$ cat src/sv/assert_macros.svh
// assertion macros shared by the sorter rtl
`ifndef ASSERT_MACROS_SVH
`define ASSERT_MACROS_SVH
`ifndef ASSERT_OFF
`define ASSERT_ALWAYS(lbl, clk, rst, cond) \
  lbl: assert property (@(posedge clk) disable iff (rst) (cond)) \
    else $error("assertion failed: condition");
`define ASSERT_SAME(lbl, clk, rst, ante, cons) \
  lbl: assert property (@(posedge clk) disable iff (rst) (ante) |-> (cons)) \
    else $error("assertion failed: same-cycle implication");
`define ASSERT_NEXT(lbl, clk, rst, ante, cons) \
  lbl: assert property (@(posedge clk) disable iff (rst) (ante) |=> (cons)) \
    else $error("assertion failed: next-cycle implication");
`else
`define ASSERT_ALWAYS(lbl, clk, rst, cond)
`define ASSERT_SAME(lbl, clk, rst, ante, cons)
`define ASSERT_NEXT(lbl, clk, rst, ante, cons)
`endif
`endif

$ cat src/sv/hsd_pkg.sv
// types and constants of the descending sorter
`default_nettype none
package hsd_pkg;
  localparam int CAPACITY = 64;
  localparam int DATA_W = 32;
  localparam int CNT_W = $clog2(CAPACITY + 1);

  typedef logic signed [DATA_W-1:0] word_t;
  typedef logic [CNT_W-1:0] count_t;

  typedef struct packed {
    word_t value;
    logic  last;
  } hsd_item_t;

  typedef struct packed {
    word_t sorted_value;
    logic  final_res;
    logic  overflowed;
  } hsd_res_t;

  typedef enum logic {
    ST_LOAD,
    ST_EMIT
  } hsd_state_t;

  typedef struct packed {
    logic load;
    logic shift;
  } hsd_cell_ctrl_t;

  typedef struct packed {
    logic   busy;
    logic   emit;
    logic   last_one;
    logic   dropped;
    count_t count;
  } hsd_stat_t;
endpackage
`default_nettype wire

$ cat src/sv/hsd_cell.sv
// one cell of the sorted row: insert from the left, shift toward the head
`default_nettype none
module hsd_cell
  import hsd_pkg::*;
(
  input  wire logic           clk,
  input  wire hsd_cell_ctrl_t ctrl,
  input  wire word_t          new_value,
  input  wire logic           occupied,
  input  wire logic           left_take,
  input  wire word_t          left_value,
  input  wire word_t          right_value,
  output logic                take,
  output word_t               value
);
  word_t value_next;

  assign take = !occupied || (new_value > value);

  always_comb begin
    value_next = value;
    if (ctrl.load) begin
      if (left_take) begin
        value_next = left_value;
      end else if (take) begin
        value_next = new_value;
      end
    end else if (ctrl.shift) begin
      value_next = right_value;
    end
  end

  always_ff @(posedge clk) begin
    value <= value_next;
  end
endmodule
`default_nettype wire

$ cat config.mk
export PLATFORM = sky130hd
export DESIGN_NAME = hsd_cell
export DESIGN_NICKNAME = d
export VERILOG_FILES = /design/src/sv/assert_macros.svh /design/src/sv/hsd_pkg.sv /design/src/sv/hsd_cell.sv
export SDC_FILE = /design/constraint.sdc
export NUM_CORES = 1
export LEC_CHECK = 0
export ABC_AREA = 1
export BUFFER_PORTS_ARGS = -buffer_cell sky130_fd_sc_hd__buf_4
export CAP_MARGIN = 10
export CORE_MARGIN = 2
export CORE_UTILIZATION = 49
export CTS_CLUSTER_DIAMETER = 30
export CTS_CLUSTER_SIZE = 28
export DETAILED_ROUTE_END_ITERATION = 16
export PLACE_DENSITY = 0.87
export RECOVER_POWER = 50
export SLEW_MARGIN = 20
export SYNTH_ARGS = -nofsm -noshare
export SYNTH_HDL_FRONTEND = slang
export SYNTH_SLANG_ARGS = --single-unit
$ cat constraint.sdc
create_clock -name clk -period 3.5 [get_ports clk]
set_input_delay 0.175 -clock clk [delete_from_list [all_inputs] [get_ports clk]]
set_output_delay 0.175 -clock clk [all_outputs]
set_load 0.02 [all_outputs]
# After elaboration in Yosys (flattened, before gate mapping)

Cells that the tools add are included.

Bits in registers: 32
Bits in latches: 0
Bits in writable memories: 0
Bits in read-only memories: 0
Input port bits: 101
Output and inout bits: 33
Memories: 0

$add $sub $neg: 0
$mul: 0
Div/mod/pow operators: 0
Magnitude comparators: 1
Equal/unequal tests: 1
Shift operators: 0
Mux-type cells: 4
Bitwise logic cells: 0
Reduce and logical (&&, ||, !) cells: 4

Operator list:

| kind               | count |
|---|---|
| $mux 32            | 4 |
| $gt 32x32->1       | 1 |
| $ne 3x1->1 const B | 1 |
| $reduce_and 2->1   | 1 |
| $reduce_bool 2->1  | 1 |
| $logic_not 1->1    | 1 |
| $logic_or 1x1->1   | 1 |

# Logic depth before layout (Yosys ltp)

Depth after elaboration: 5
Gate-level depth with buffers: 19

# Worst setup path before layout

OpenSTA, ideal clock, no wires.

Path kind: reg-to-reg
Start: register value[31]
End: register value[0] (enable)
Data arrival time: 2.197 ns
Slack: 0.916 ns
Stages on the path, launching flop included: 15
Path buffers: 0
Clock period less this slack: 2.584 ns
Cells stage by stage: edfxtp_1 inv_1 ha_1 nand2_1 nor2_2 nand2_2 nor2_2 nand2_1 nand2_1 nand2_1 nand2_1 nand2_1 nand3_1 nand2_1 inv_1

Word-level cells in the longest chain between the ends: 4

RTL lines:

| item                       | RTL line       | text |
|---|---|---|
| from (decl)                | hsd_cell.sv:14 | `output word_t value` |
| from (signal assigned)     | hsd_cell.sv:34 | `value <= value_next;` |
| $gt 32x32->1               | hsd_cell.sv:18 | `assign take = !occupied \|\| (new_value > value);` |
| $logic_or 1x1->1           | hsd_cell.sv:18 |  |
| $ne 3x1->1 (no line)       | n/a            |  |
| $reduce_and 2->1 (no line) | n/a            |  |

No other way between the ends.
A chain may end at the register's enable or synchronous reset.

# Worst setup path after layout

Start: register value[21]
End: register value[25] (enable)

Same word-level chain as after synthesis.

==> flow_results.org <==
** Clocking
- Count of hold buffers inserted by post-cts repair :: 0
- No sink is reached through more buffers than the 2 on the longest clock path.
- Root Buffer :: sky130_fd_sc_hd__clkbuf_8
- For this design, the sink count on the clock tree is 32.
- CTS Buf Count :: 5
- The H-tree was split into 2 levels.
- After clock tree synthesis, the repair step resized 0 gates.
- Number of buffers inserted by post-CTS setup repair :: 0
- For the worst-skew pair, the clock arrives at the later sink with an insertion delay of ~270 ps.
- After clock tree synthesis, the clock-pin slew on the worst setup and hold paths is 60 ps.
- TritonCTS built the clock tree.

** Detailed routing
- Post-route DRC :: 0
- The final route contains 2,644 vias.
- The routed design has 6990 microns of wire.
- In this run, the number of DRC markers left after iteration 0 of detailed routing was 122.
- Average via count per standard cell :: 5.06
- Once detail routing completed, the nets flagged for antenna violations numbered 0.
- Avg WL per Cell :: 13.4 microns
- The first detailed-routing pass ran for 5 iterations.

** Worst setup path
- Data on the critical path is required at its endpoint by 3450 ps.
- Arrival time at the worst endpoint :: 2570 ps
- Endpoint type of the worst setup path :: flip-flop
- Worst Path Class, Setup :: reg2reg
- The worst setup path is launched from a flip-flop.
- Along the worst path, the maximum fanout reaches 23.

** Synth
- Sequential cells were found to cover 38.7% of the synthesized design area.
- A synthesized cell averages 7.63 sq um.
- Fraction of registers with async set or reset after synthesis :: 0%
- The most common cell in the synthesized netlist is sky130_fd_sc_hd__nand2_1.
- By area the synthesized netlist is led by sky130_fd_sc_hd__edfxtp_1 (39%), sky130_fd_sc_hd__ha_1 (16%), sky130_fd_sc_hd__o21ai_0 (13%).
- In the synthesized netlist the dominant register cell turns out to be sky130_fd_sc_hd__edfxtp_1.
- Number of flip-flops and latches in the synthesized netlist :: 32
- Library cell occupying the most area in the post-synthesis netlist :: sky130_fd_sc_hd__edfxtp_1
- In this run the cell area of the synthesized design comes to 2480 sq um.
- Number of warnings printed during yosys synthesis :: 0
- Most instantiated cells after synthesis :: sky130_fd_sc_hd__nand2_1 (71), sky130_fd_sc_hd__o21ai_0 (63), sky130_fd_sc_hd__inv_1 (43)
- Syn_nets :: between 400 and 500
- After technology mapping, the gate count stands at 325.
- In this run, synthesis inferred 32 flip-flops with an integrated enable.
- Of the post-synthesis cell area, the dominant cell type holds 38.7%.
- After synthesis, the netlist uses 18 different library cells.

** Power
- For this design the static power due to leakage is 1.73 nW.
- Overall power consumption :: 1.18 mW
- Areal power density over the cells :: 337 nW/um^2
- Across the VDD grid, the largest voltage drop is 0.000229 V.

** Die
- Std-Cell Rows :: 25
- Die X-Extent :: 75.2 microns
- Initial Util :: 51.5%
- The core region is a little under 5000 sq um.
- The die is 75.2 microns tall.
- Pin placement for this block handled roughly 130 I/O pins.
- Overall die area :: approximately 5600 sq um

** STA
- Number of max-slew violations in the final report :: 0
- Setup violations remaining at the end of the flow were counted as 0.
- Unrepaired setup endpoints after global routing :: false
- Worst hold slack :: 177 ps
- Based on the critical path, the design can be clocked at up to 381 MHz.
- Headroom to the max-slew limit came out at around 11%.
- Worst clock skew :: 4.81 ps
- Measured slew at the worst slew-check pin :: 1330 ps
- Hold violation total from the final report :: 0
- The smallest clock period supported by the final layout is computed as 2620 ps.
- For the final routed database, the setup TNS stands at 0 ps.
- Post-route clock period utilization :: approximately 75%

** Final layout
- Flip-flop count of the largest register after layout :: 32
- In the final layout, the registers with the most flip-flops are value x32.
- Layout cells sized above 1 :: 25.0%
- The finished cells cover 3490 sq um.
- Post-layout net count :: a little under 600
- ANT cells :: 0
- The area growth from synthesis to layout is 40.6%.
- Post-route insts no fill :: around 520
- More flip-flops sit in one register than any other, and that register is value.
- The filler cells instantiated in the layout total 446.

** Run status
- Run status :: complete, no violations

** Global route
- The first global-routing pass estimated 10,800 microns of wire.
- Aggregate global routing overflow :: 0
- The number of global-route vias before repair was about 2,500.
- The initial antenna violation count is 0.
- Entering global routing, the biggest net connects 35 pins.
- In the global route stage, overall resource usage came out at about a quarter.

** Place
- The placed instances occupy a cell area of 3530 sq um.
- The congestion estimate from routability-driven global placement came to between 0.7 and 0.8.
- DPL Wire Length :: 5380 microns
- Input and output buffers added on the ports amount to 133.
- Cell count after placement :: 515

** Min path
- The path class of the tightest hold or removal check is in2reg.

** Run
- Max-cap violations in this run came to 0.
[critical path, cell delays in order (launching register included)]
cell and delay [ps]:
sky130_fd_sc_hd__edfxtp_1 350, sky130_fd_sc_hd__inv_1 50, sky130_fd_sc_hd__ha_1 310, sky130_fd_sc_hd__a21oi_1 170
sky130_fd_sc_hd__nor2_1 60, sky130_fd_sc_hd__nor2_1 80, sky130_fd_sc_hd__nand3_1 90, sky130_fd_sc_hd__a21oi_2 170
sky130_fd_sc_hd__nand3_1 90, sky130_fd_sc_hd__nand2_1 70, sky130_fd_sc_hd__nand2_1 60, sky130_fd_sc_hd__nand3_1 60
sky130_fd_sc_hd__nand2_1 50, sky130_fd_sc_hd__inv_1 290, sky130_fd_sc_hd__buf_4 390
[power by group]
part	internal [mW]	leakage (nW)	total, mW	switching [mW]
sequential	0.477	0.327	0.498	0.0208
combinational	0.173	1.37	0.413	0.240
clock	0.138	0.0399	0.266	0.128
[logic make-up (layout without fill, tap and decap cells)]
family          after synthesis  after routing  share of synthesized area (%)
simple gates                125            125                           20.1
compound gates               81             81                           16.7
buf+inv                      55            186                           8.32
fa+ha+maj                    32             32                           16.1
flops                        32             32                           38.7
[path summary, 6_finish.rpt]
kind,cells after the start,startpoint,slack (ps),end
setup / recovery,14,value[21],880,value[25]
hold / removal,3,right_value[18],180,value[18]
setup reg to reg,14,value[21],880,value[25]
hold reg to reg,8,value[0],1350,value[0]
[cell usage in the layout, fill, tap and decap left out]
cell type                    n
sky130_fd_sc_hd__nor2_2      2
sky130_fd_sc_hd__or2_2       1
sky130_fd_sc_hd__nand4_1     3
sky130_fd_sc_hd__nand2_1    71
sky130_fd_sc_hd__a21o_1      1
sky130_fd_sc_hd__nand3_1     4
sky130_fd_sc_hd__o21ai_0    65
sky130_fd_sc_hd__o21ai_1     1
sky130_fd_sc_hd__edfxtp_1   32
sky130_fd_sc_hd__buf_4     102
sky130_fd_sc_hd__nor3_2      1
sky130_fd_sc_hd__clkbuf_1   35
sky130_fd_sc_hd__clkinv_1    1
sky130_fd_sc_hd__inv_1      43
sky130_fd_sc_hd__a21oi_1    12
sky130_fd_sc_hd__nor2_1     42
sky130_fd_sc_hd__nand2_2     1
sky130_fd_sc_hd__o21a_2      1
sky130_fd_sc_hd__clkbuf_8    5
sky130_fd_sc_hd__ha_1       32
sky130_fd_sc_hd__a21oi_2     1
[metrics by stage]
stage | utilization [%] | setup slack, ps
4_1_cts | 75.0 | 855
3_3_place_gp | 73.4 | 973
3_5_place_dp | 73.4 | 872
2_1_floorplan | - | 916
5_1_grt | 72.4 | 656
6_report | 72.4 | 879
[layer usage]
metal  vias to the layer above  GRT usage, %  part of all wire, %
met1                      1187          28.9                   39
li1                       1336             -                    -
met5                         -             0                    0
met4                         0          6.04                  1.0
met2                       115          46.8                   53
met3                         6          5.49                  7.3
[cell type report]
cell class | count | area [sq um] | area share, %
clock buffer | 7 | 76.3 | 2.19
clock inverter | 1 | 3.75 | 0.108
inverter | 43 | 161 | 4.63
multi-input combinational | 238 | 1310 | 37.6
sequential | 32 | 961 | 27.5
tap | 67 | 83.8 | 2.40
timing repair buffer | 135 | 890 | 25.5
Power figures use the tool's default switching activity.
