[config.mk]
export PLATFORM = sky130hd
export DESIGN_NAME = hsd_ctrl
export DESIGN_NICKNAME = d
export VERILOG_FILES = /design/src/sv/assert_macros.svh /design/src/sv/hsd_pkg.sv /design/src/sv/hsd_ctrl.sv
export SDC_FILE = /design/constraint.sdc
export NUM_CORES = 1
export LEC_CHECK = 0
export CAP_MARGIN = 30
export CORE_UTILIZATION = 45
export CTS_BUF_LIST = sky130_fd_sc_hd__clkbuf_16
export CTS_CLUSTER_SIZE = 24
export DETAILED_ROUTE_END_ITERATION = 10
export DONT_BUFFER_PORTS = 1
export GPL_TIMING_DRIVEN = 0
export PLACE_DENSITY = 0.62
export SLEW_MARGIN = 10
export SYNTH_ARGS = -nofsm -noshare
export SYNTH_HDL_FRONTEND = slang
export SYNTH_SLANG_ARGS = --single-unit
[constraint.sdc]
create_clock -name clk -period 2 [get_ports clk]
set_input_delay 0 -clock clk [delete_from_list [all_inputs] [get_ports clk]]
set_output_delay 0 -clock clk [all_outputs]
set_load 0.01 [all_outputs]
[src/sv/assert_macros.svh]
// assertion macros shared by the sorter rtl
`ifndef ASSERT_MACROS_SVH
`define ASSERT_MACROS_SVH
`ifndef ASSERT_OFF
`define ASSERT_ALWAYS(lbl, clk, rst, cond) \
  lbl: assert property (@(posedge clk) disable iff (rst) (cond)) \
    else $error("assertion failed: condition");
`define ASSERT_SAME(lbl, clk, rst, ante, cons) \
  lbl: assert property (@(posedge clk) disable iff (rst) (ante) |-> (cons)) \
    else $error("assertion failed: same-cycle implication");
`define ASSERT_NEXT(lbl, clk, rst, ante, cons) \
  lbl: assert property (@(posedge clk) disable iff (rst) (ante) |=> (cons)) \
    else $error("assertion failed: next-cycle implication");
`else
`define ASSERT_ALWAYS(lbl, clk, rst, cond)
`define ASSERT_SAME(lbl, clk, rst, ante, cons)
`define ASSERT_NEXT(lbl, clk, rst, ante, cons)
`endif
`endif

[src/sv/hsd_pkg.sv]
// types and constants of the descending sorter
`default_nettype none
package hsd_pkg;
  localparam int CAPACITY = 64;
  localparam int DATA_W = 32;
  localparam int CNT_W = $clog2(CAPACITY + 1);

  typedef logic signed [DATA_W-1:0] word_t;
  typedef logic [CNT_W-1:0] count_t;

  typedef struct packed {
    word_t value;
    logic  last;
  } hsd_item_t;

  typedef struct packed {
    word_t sorted_value;
    logic  final_res;
    logic  overflowed;
  } hsd_res_t;

  typedef enum logic {
    ST_LOAD,
    ST_EMIT
  } hsd_state_t;

  typedef struct packed {
    logic load;
    logic shift;
  } hsd_cell_ctrl_t;

  typedef struct packed {
    logic   busy;
    logic   emit;
    logic   last_one;
    logic   dropped;
    count_t count;
  } hsd_stat_t;
endpackage
`default_nettype wire

[src/sv/hsd_ctrl.sv]
// load and emit sequencing, element count and drop flag
`default_nettype none
module hsd_ctrl
  import hsd_pkg::*;
(
  input  wire logic      clk,
  input  wire logic      rst,
  input  wire logic      start,
  input  wire logic      last,
  output hsd_cell_ctrl_t cell_ctrl,
  output hsd_stat_t      stat
);
  hsd_state_t state, state_next;
  count_t     count, count_next;
  count_t     remain, remain_next;
  logic       dropped, dropped_next;
  logic       has_room;

  assign has_room = count < CNT_W'(CAPACITY);

  always_ff @(posedge clk) begin
    if (rst) begin
      state   <= ST_LOAD;
      count   <= '0;
      remain  <= '0;
      dropped <= 1'b0;
    end else begin
      state   <= state_next;
      count   <= count_next;
      remain  <= remain_next;
      dropped <= dropped_next;
    end
  end

  always_comb begin
    state_next      = state;
    count_next      = count;
    remain_next     = remain;
    dropped_next    = dropped;
    cell_ctrl.load  = 1'b0;
    cell_ctrl.shift = 1'b0;
    stat.busy       = 1'b0;
    stat.emit       = 1'b0;
    stat.last_one   = 1'b0;
    case (state)
      ST_LOAD: begin
        if (start) begin
          if (has_room) begin
            cell_ctrl.load = 1'b1;
            count_next     = count + 1'b1;
          end else begin
            dropped_next = 1'b1;
          end
          if (last) begin
            state_next  = ST_EMIT;
            remain_next = has_room ? count + 1'b1 : count;
          end
        end
      end
      ST_EMIT: begin
        stat.busy       = 1'b1;
        stat.emit       = 1'b1;
        cell_ctrl.shift = 1'b1;
        stat.last_one   = remain == CNT_W'(1);
        remain_next     = remain - 1'b1;
        if (remain == CNT_W'(1)) begin
          state_next   = ST_LOAD;
          count_next   = '0;
          dropped_next = 1'b0;
        end
      end
      default: begin
        state_next = ST_LOAD;
      end
    endcase
    stat.dropped = dropped;
    stat.count   = count;
  end
endmodule
`default_nettype wire

After elaboration in Yosys (flattened, before gate mapping)
Cells that the tools add are included.
{"block": "word_totals", "register_bits": 16, "input_bits": 4, "out_inout_bits": 13, "elab_cells": 36}
{"block": "classes", "add_sub_neg": 2, "n_lt_le_gt_ge": 1, "eq_ne": 5, "muxes": 20, "bitwise_logic": 1, "n_reduce_logical": 3}
{"op": "7-bit two-way mux", "n": 5}
{"op": "7-bit one-hot mux with 2 select lines", "n": 2}
{"op": "1-bit two-way mux", "n": 10}
{"op": "7-bit by 1-bit adder with 7-bit output (second input constant)", "n": 1}
{"op": "7-bit by 1-bit == test with 1-bit output (second input constant)", "n": 1}
{"op": "7-bit less-than comparator (second input constant)", "n": 1}
{"op": "7-bit by 1-bit subtractor with 7-bit output (second input constant)", "n": 1}
{"op": "2-bit != test (second input constant)", "n": 3}
{"op": "1-bit one-hot mux with 2 select lines", "n": 2}
{"op": "2-bit AND reduction", "n": 2}
{"op": "3-bit two-way mux", "n": 1}
{"op": "3-bit AND reduction", "n": 1}
{"op": "2-bit by 1-bit != test with 1-bit output (second input constant)", "n": 1}
{"op": "1-bit NOT", "n": 1}

Logic depth before layout (Yosys ltp)
Gate-level depths: netlist (run 1).
{"block": "depth", "word_depth": 5, "ltp_mapped": 6}

Worst setup path after synthesis (run 1)
OpenSTA, ideal clock, no wires.
{"block": "synth_timing", "kind": "reg2reg", "start": "reg remain[0]", "end": "reg remain[4]", "setup_ps": 78, "arrival_ps": 1389, "required_ps": 1922, "path_slack_ps": 533, "path_stages_with_launch": 7, "period_less_slack_ps": 1467, "path_cell_list": "dfxtp_1 > inv_1 > ha_1 > nor3b_1 > and3_1 > o32a_1 > nor3_1"}
{"block": "synth_via", "elab_chain_cells": 2}
{"element": "from (decl)", "line_no": "hsd_ctrl.sv:15", "text": "count_t remain, remain_next;"}
{"element": "from (signal assigned)", "line_no": "hsd_ctrl.sv:30", "text": "remain <= remain_next;"}
{"element": "7-bit by 1-bit subtractor with 7-bit output", "line_no": "hsd_ctrl.sv:65", "text": "remain_next = remain - 1'b1;"}
{"element": "7-bit one-hot mux with 2 select lines", "line_no": "hsd_ctrl.sv:45", "text": "case (state)"}
Every way passes these cells.
A chain may end at the register's enable or synchronous reset.

Worst setup path after layout (run 1)
{"block": "layout_timing", "start": "reg state", "end": "reg count[4]"}
{"block": "layout_via", "elab_chain_cells": 3, "word_cells_on_any_way": 5, "cone_classes": "eq/ne (2); mux (1); bitwise (1); reduce/logical (1)"}
{"element": "from (decl)", "line_no": "hsd_ctrl.sv:13", "text": "hsd_state_t state, state_next;"}
{"element": "from (signal assigned)", "line_no": "hsd_ctrl.sv:28", "text": "state <= state_next;"}
{"element": "1-bit NOT"}
{"element": "2-bit != test (no line)"}
{"element": "2-bit AND reduction (no line)"}
{"element": "to (signal assigned)", "line_no": "hsd_ctrl.sv:29", "text": "count <= count_next;"}
{"element": "to (decl)", "line_no": "hsd_ctrl.sv:14", "text": "count_t count, count_next;"}
Parallel ways exist; a longest one is shown, timed or not.

==> results of run 1 <==
-- metal layers --
layer / share of wire / up-vias / wire (um) / GRT usage
met5: 0 / - / 0 / 0
met4: 0.033 / 0 / 76 / 0.113
met3: 0.080 / 9 / 187 / 0.0374
met2: 0.44 / 36 / 1030 / 0.333
met1: 0.44 / 422 / 1030 / 0.283
li1: - / 449 / - / -
-- worst max-delay path: cells and delay by family, from the launching register on --
kind             cells  cell delay [ps]
AND/OR/NAND/NOR      2              770
flip-flops           1              470
AO/OA/AOI/OAI        2              360
-- sequential cells by signal, summed over array words and instances (netlist names) --
signal,flops
remain,7
dropped,1
state,1
count,7
-- worst max path at each step --
stage                     end  cells after the start
finish               count[4]                      4
global route        remain[6]                      5
CTS                  count[4]                      4
detailed placement   count[4]                      4
global placement     count[4]                      4
floorplan           remain[4]                      6
-- through the flow --
stage,cell area [sq um],total power [mW],setup WS [ps]
5_1_grt,1100,0.953,131
3_5_place_dp,1020,0.527,322
3_3_place_gp,1020,0.522,340
2_1_floorplan,990,0.493,533
4_1_cts,1100,0.915,304
6_report,1100,0.905,337
-- power breakdown --
group,leakage (nW),internal [mW],total (mW),switching [mW]
clock network,0.0370,0.262,0.384,0.121
registers,0.131,0.339,0.369,0.0303
logic,0.255,0.0658,0.152,0.0858
-- synth_stat cells, types with 2 or more instances --
| cell type | instances | area share |
|---|---|---|
| nand2_1 | 11 | 0.042 |
| ha_1 | 3 | 0.038 |
| a22oi_1 | 2 | 0.015 |
| nor3_1 | 5 | 0.025 |
| inv_1 | 6 | 0.023 |
| a31oi_1 | 2 | 0.013 |
| o21ai_0 | 2 | 0.010 |
| o31a_1 | 2 | 0.018 |
| nand3_1 | 6 | 0.030 |
| or3_1 | 2 | 0.013 |
| mux2i_1 | 2 | 0.020 |
| a21oi_1 | 7 | 0.035 |
| nor2_1 | 17 | 0.064 |
| nand3b_1 | 2 | 0.015 |
| dfxtp_1 | 16 | 0.32 |
| buf_2 | 3 | 0.015 |
| nand4b_1 | 2 | 0.018 |
| nor2b_1 | 5 | 0.032 |
| xor2_1 | 3 | 0.027 |
| buf_4 | 4 | 0.030 |
| nor3b_1 | 2 | 0.015 |
| nor4_1 | 2 | 0.013 |
-- layout make-up --
class | count | area [sq um] | share of cell area
well taps | 27 | 33.8 | 0.0308
clock buffers | 3 | 75.1 | 0.0683
plain buffers | 9 | 52.6 | 0.0478
multi-input cells | 94 | 594 | 0.541
flip-flops and latches | 16 | 320 | 0.292
inverters | 6 | 22.5 | 0.0205
-- cell families (layout without fill, tap and decap cells) --
logic type,after synthesis,after routing,share of synthesized area
adder cells (fa/ha/maj),3,3,0.0379
XOR/XNOR,3,3,0.0266
buffers and inverters,15,18,0.0758
flip-flops,16,16,0.324
AND/OR/NAND/NOR,60,60,0.322
AO/OA/AOI/OAI,24,24,0.171
multiplexers,4,4,0.0430
==> flow_metrics.tcl, run 1 <==
set metrics [dict create \
    ys_ff_latch 16 \
    fin_hold_ws_ps 6.64 \
    slew_violations 0 \
    dp_hpwl_um 1740 \
    p_leak_nw 0.422 \
    ctsResizeCount 0 \
    min_from "start" \
    start_kind "flip-flop" \
    synth_flop_cell "dfxtp_1" \
    r2r_slack_ps 340 \
    area_growth_pct 11.0 \
    grt_max_degree 11 \
    final_util 0.543 \
    synthCells 125 \
    async_reset_ff_frac 0 \
    path_class "reg -> reg" \
    fp.dieArea_sq_um 2390 \
    n_antenna_cell 0 \
    ir_drop_v 0.000415 \
    status "complete, no violations" \
    syn-cell-area_sq_um 990 \
    max_cap_violations 0 \
    reg2reg_depth 4 \
    cts_setup_buffers 0 \
    synth-edff-count 0 \
    synth.avg_cell_area_sq_um 7.92 \
    place_congestion 0.840 \
    num_rows 16 \
    drc 0 \
    portBuffers 0 \
    fin_skew_ps 1.68 \
    slew_headroom 0.667 \
    fillCellCount 193 \
    worst_slew_pin_slew_ps 500 \
    grt_first_pass_wirelength_um 3980 \
    core_area_sq_um 2020 \
    critPathLaunch "state" \
    io_pins 17 \
    first_pass_iters 4 \
    fin_setup_tns_ps 0 \
    initial_utilization 0.489 \
    die_h_um 48.9 \
    grt_setup_unrepaired "false" \
    drive_gt1_frac 0.125 \
    vias_per_cell 5.91 \
    final_cell_mix "nor2_1 (17), dfxtp_1 (16), nand2_1 (11), a21oi_1 (7)" \
    globalRoute.totalOverflow 0 \
    final_hold_viol_count 0 \
    cts_buffers 3 \
    worstPathCellList "nor4b_4 -> a31oi_2 -> or3_1 -> a21oi_2" \
    seq_area_frac_synth 0.324 \
    clk_pin_slew_worst_paths_ps 50 \
    cp_data_required_time_ps 2180 \
    clock_latency_ps 240 \
    ctsHoldBuffers 0 \
    drt_iter0_markers 36 \
    critPathCaptureType "flip-flop" \
    post_drt_wl_per_cell_um 15.0 \
    slowest_delay_ps 470 \
    root_buffer "clkbuf_16" \
    crit_arrival_ps 1840 \
    netlist-cell-type-count 41 \
    vias 916 \
    powerDensity_nw_per_um2 824 \
    htreeDepth 1 \
    cp_max_fo 8 \
    ant_nets 0 \
    crit_slowest_cell "dfxtp_1" \
    synth_fp_nets 132 \
    grt_antenna_before_repair 0 \
    first_global_vias 870 \
    mostFrequentLayoutCell "nor2_1" \
    clock_sinks 16 \
    r2r-start "state" \
    max_freq_mhz 601 \
    die_x_um 48.9 \
    min_period_ps 1660 \
    final_cells 155 \
    min_to "remain[1]" \
    dp.cells 152 \
    clock_path_buffers 2 \
    r2r_end "count[4]" \
    grt_usage 0.215 \
    hp-class "in -> reg" \
    fin_nets 137 \
    setup_viol 0 \
    hold_path_depth 3 \
    drt_wl_total_um 2330 \
    fin_crit_sh 0.832 \
    ys_warn_count 0 \
    cts_tree "yes" \
]
Note: power is estimated with default switching activity, not from simulation.
==> run 2, diff against run 1 <==
Settings changed: PLACE_DENSITY 0.62 to 0.64.
Clock period 2 ns to 1.45 ns, I/O delays scaled along.
==> flow_metrics.tcl, run 2 (same netlist as run 1, synthesis figures left out) <==
set metrics [dict create \
    clock_latency_ps 250 \
    root_buffer "clkbuf_16" \
    clock_path_buffers 2 \
    fin_nets 144 \
    clk_pin_slew_worst_paths_ps 50 \
    fin_skew_ps 1.80 \
    first_global_vias 931 \
    post_drt_wl_per_cell_um 15.8 \
    finalPower_mw 1.34 \
    vias 966 \
    grt_antenna_before_repair 0 \
    initial_utilization 0.489 \
    setup_viol 0 \
    clock_sinks 16 \
    critPathLaunch "remain[3]" \
    core_area_sq_um 2020 \
    crit_arrival_ps 1630 \
    worstPathCellList "nor4b_4 -> buf_4 -> nand3_2 -> mux2_4 -> a21oi_2" \
    drt_wl_total_um 2560 \
    crit_slowest_cell "dfxtp_4" \
    status "complete, no violations" \
    area_growth_pct 29.0 \
    cts_buffers 3 \
    r2r-start "remain[3]" \
    dp_slack_ps -251 \
    grt_usage 0.234 \
    die_x_um 48.9 \
    path_class "reg -> reg" \
    max_freq_mhz 691 \
    fp.dieArea_sq_um 2390 \
    powerDensity_nw_per_um2 1050 \
    final_cell_mix "nor2_1 (16), buf_4 (13), nand2_1 (11)" \
    max_cap_violations 0 \
    slowest_delay_ps 360 \
    drive_gt1_frac 0.356 \
    fin_hold_ws_ps 0.840 \
    cts_tree "yes" \
    min_period_ps 1450 \
    grt_max_degree 11 \
    slew_headroom 0.638 \
    grt_first_pass_wirelength_um 4310 \
    vias_per_cell 5.96 \
    worst_slew_pin_slew_ps 543 \
    cp_max_fo 5 \
    critPathCaptureType "flip-flop" \
    ir_drop_v 0.000625 \
    ctsHoldBuffers 0 \
    fin_crit_sh 0.998 \
    num_rows 16 \
    worst_slack_ps 2.21 \
    die_h_um 48.9 \
    drc 0 \
    ant_nets 0 \
    cp_num_buf_inv 1 \
    placed_area_sq_um 1020 \
    p_leak_nw 0.484 \
    hp-class "in -> reg" \
    start_kind "flip-flop" \
    drt_iter0_markers 24 \
    grt_setup_unrepaired "true" \
    crit_family "simple AND/OR/NAND/NOR gates" \
    globalRoute.totalOverflow 0 \
    cp_data_required_time_ps 1630 \
    reg.largest.list "count: 7 flops, remain: 7 flops" \
    final_hold_viol_count 0 \
    slew_violations 0 \
    first_pass_iters 4 \
    n_antenna_cell 0 \
    htreeDepth 1 \
    min_from "start" \
    mostFrequentLayoutCell "nor2_1" \
    postLayoutCellArea_sq_um 1280 \
    io_pins 17 \
    place_congestion 0.882 \
    dp_hpwl_um 1760 \
    portBuffers 0 \
    fillCellCount 173 \
]
-- run 2: cell types whose count changed in the layout (fill, tap and decap cells not counted), moves of 2 or more --
cell	previous run	this run
ha_1	3	0
nor2b_2	0	2
buf_2	3	0
dfxtp_4	0	6
buf_4	4	13
inv_2	0	2
nor2b_1	5	3
dfxtp_1	16	6
inv_1	6	4
ha_4	0	2
dfxtp_2	0	4
-- run 2: power breakdown --
part           switching (mW)  internal [mW]  total [mW]
logic                   0.151          0.142       0.292
registers              0.0398          0.469       0.508
clock network           0.181          0.363       0.544
-- run 2: metrics by stage --
step,utilization,setup TNS (ps),instances
global placement,0.507,-591,152
finish,0.631,0,162
global route,0.631,-295,162
CTS,0.591,0,159
detailed placement,0.507,-795,152
floorplan,-,0,125
-- run 2: repair_timing --
| item | CTS | global route |
|---|---|---|
| endpoints found under the setup margin | 10 | 15 |
| hold endpoints to repair | 0 | 0 |
| gates resized for setup | 22 | 19 |
| pin swaps | 5 | 7 |
| buffers inserted | 4 | 3 |
-- run 2: worst min-delay path, cell delays in order --
cell,delay (ps)
a311oi_1,60
a21oi_1,110
nor2_1,40
-- run 2: area by class of cell --
type | count | area [sq um] | share of cell area
Timing Repair Buffer | 7 | 52.6 | 0.0412
Buffer | 9 | 60.1 | 0.0471
Multi-Input combinational cell | 94 | 684 | 0.536
Tap cell | 27 | 33.8 | 0.0265
Sequential cell | 16 | 348 | 0.273
Clock buffer | 3 | 75.1 | 0.0588
Inverter | 6 | 22.5 | 0.0176
-- run 2: path summary, 6_finish.rpt --
| kind | endpoint | slack [ps] | cells after the start |
|---|---|---|---|
| setup reg to reg | remain[5] | 2 | 5 |
| hold / removal | remain[1] | 0.8 | 3 |
| hold reg to reg | remain[6] | 510 | 2 |
| setup / recovery | remain[5] | 2 | 5 |
-- run 2: layer usage --
metal  vias to the layer above  global-route usage  part of all wire
met5                         -                   0                 0
met4                         0               0.103             0.023
met3                         6              0.0405             0.080
met2                        43               0.370              0.46
met1                       454               0.309              0.44
li1                        463                   -                 -
==> run 3, diff against run 2 <==
Settings changed: ABC_AREA from default to 1.
==> flow_metrics.tcl, run 3 <==
set metrics [dict create \
    status "complete, no violations" \
    slew_violations 0 \
    p_sw_mw 0.394 \
    syn-cell-area_sq_um 1030 \
    final_cell_mix "nand2_1 (25), nor2_1 (23), nand3_1 (19), inv_1 (16), dfxtp_1 (15)" \
    cp_data_required_time_ps 1590 \
    die_h_um 49.8 \
    clk_pin_slew_worst_paths_ps 50 \
    vias 961 \
    cts_tree "yes" \
    slew_headroom 0.826 \
    area_growth_pct 14.1 \
    grt_busiest_layer "met2" \
    worst_slack_ps 128 \
    synth_most_common_cell "nand2_1" \
    initial_utilization 0.502 \
    endpoint "remain[4]" \
    post_drt_wl_per_cell_um 11.8 \
    place_congestion 0.767 \
    crit_arrival_ps 1470 \
    worstPathCellList "buf_4 -> inv_1 -> nand2_1 -> nor2_1 -> nand2_1 -> nand3_1 -> nand3_1 -> nand3_1 -> inv_1" \
    die_x_um 49.8 \
    final_hold_viol_count 0 \
    synth_commonest_cells "nand2_1 (25), nor2_1 (24), nand3_1 (19)" \
    fillCellCount 224 \
    grt_antenna_before_repair 0 \
    first_pass_iters 4 \
    switching_share 0.293 \
    async_reset_ff_frac 0 \
    netlist.area_leader.share 0.312 \
    ys_warn_count 0 \
    fin_skew_ps 1.65 \
    synth-edff-count 0 \
    mostFrequentLayoutCell "nand2_1" \
    core_area_sq_um 2040 \
    clock_path_buffers 2 \
    fin_setup_tns_ps 0 \
    min_from "start" \
    path_class "reg -> reg" \
    grt_setup_unrepaired "false" \
    slowest_delay_ps 330 \
    drt_wl_total_um 2180 \
    synth_flop_cell "dfxtp_1" \
    clockPowerShare 0.393 \
    n_antenna_cell 0 \
    yosys.area.top_type "dfxtp_1" \
    powerDensity_nw_per_um2 1150 \
    synth.avg_cell_area_sq_um 6.71 \
    netlist-cell-type-count 28 \
    seqPwrFrac 0.395 \
    clock_latency_ps 240 \
    cp_max_fo 9 \
    grt_use_met2 0.324 \
    vias_per_cell 5.19 \
    combPwrFrac 0.212 \
    grt_use_met1 0.242 \
    critPathCaptureType "flip-flop" \
    internal-power_mw 0.952 \
    grt_max_degree 11 \
    setup_viol 0 \
    ir_drop_v 0.000627 \
    crit_top_cell "nand3_1" \
    r2r-start "count[6]" \
    dp_slack_ps 11.8 \
    p_leak_nw 0.522 \
    num_rows 16 \
    cts_buffers 3 \
    grt_first_pass_wirelength_um 3710 \
    max_cap_violations 0 \
    clock_sinks 16 \
    first_global_vias 857 \
    fin_nets 167 \
    worst_slew_pin_slew_ps 260 \
    seq_area_frac_synth 0.312 \
    hp-class "in -> reg" \
    root_buffer "clkbuf_16" \
    ant_nets 0 \
    cts_setup_buffers 0 \
    ys_ff_latch 16 \
    reg.largest.list "count: 7 flops, remain: 7 flops" \
    fp.dieArea_sq_um 2480 \
    synth_fp_nets 160 \
    r2r_end "remain[4]" \
    grt_usage 0.200 \
    io_pins 17 \
    gr-usage-met3 0.0556 \
    max_freq_mhz 757 \
    synthCells 153 \
    critPathLaunch "count[6]" \
    drt_iter0_markers 13 \
    dp_hpwl_um 1650 \
    fin_crit_sh 0.911 \
    drive_gt1_frac 0.190 \
    reg2reg_depth 9 \
    drc 0 \
    globalRoute.totalOverflow 0 \
    synthTopCellsByArea "dfxtp_1 (31%), nand3_1 (9.3%), nand2_1 (9.1%)" \
    portBuffers 0 \
    start_kind "flip-flop" \
    r2r_slack_ps 130 \
    htreeDepth 1 \
    min_period_ps 1320 \
    crit_slowest_cell "dfxtp_1" \
]
## run 3: timing repair
item	CTS	global route
setup endpoints to repair	1	7
pin swaps	0	1
resized for setup	1	8
hold endpoints to repair	5	0
cloned	0	0
hold buffers	2	0
## run 3: how the worst min path moves through the flow
stage | endpoint | cells after the start
floorplan | count[6] | 1
global placement | count[6] | 1
detailed placement | count[6] | 1
CTS | count[5] | 3
global route | count[5] | 3
finish | count[5] | 3
## run 3: kinds of logic (layout without fill, tap and decap cells)
group / count (synthesis) / in the layout / share of synthesized area
flops: 16 / 16 / 0.312
simple gates: 78 / 78 / 0.363
fa+ha+maj: 3 / 3 / 0.0366
compound gates: 27 / 27 / 0.152
buf+inv: 29 / 34 / 0.135
## run 3: worst max-delay path: cells and delay by family (launching register included)
kind,cells,cell delay [ps]
and+or+nand+nor,6,540
DFF,1,330
buffers and inverters,3,330
## run 3: through the flow
stage	total power [mW]	util	hold WS (ps)	cells	instance area (sq um)
4_1_cts	1.34	0.566	31.7	185	1150
5_1_grt	1.42	0.574	32.3	185	1170
2_1_floorplan	0.755	-	62.4	153	1030
6_report	1.35	0.574	24.0	185	1170
3_5_place_dp	0.810	0.519	66.5	180	1060
3_3_place_gp	0.805	0.519	65.4	180	1060
## run 3: layout make-up
cell class              instances  area (sq um)  share of cell area
flip-flops and latches         16           322               0.275
plain buffers                   8          61.3              0.0524
multi-input cells             108           578               0.494
inverters                      21          81.3              0.0694
well taps                      27          33.8              0.0288
repair buffers                  2          20.0              0.0171
clock buffers                   3          75.1              0.0641
## run 3: power groups by stage
stage | combinational, mW | clock, mW | sequential (mW)
final | 0.286 | 0.529 | 0.532
after global routing | 0.330 | 0.557 | 0.538
after CTS | 0.282 | 0.534 | 0.529
after detailed placement | 0.273 | 0 | 0.537
after global placement | 0.269 | 0 | 0.537
after floorplan | 0.229 | 0 | 0.527
## run 3: routing by layer
metal	wire, um	up-vias
met5	0	-
met4	34	0
met3	74	5
met2	955	16
met1	1120	435
li1	-	505
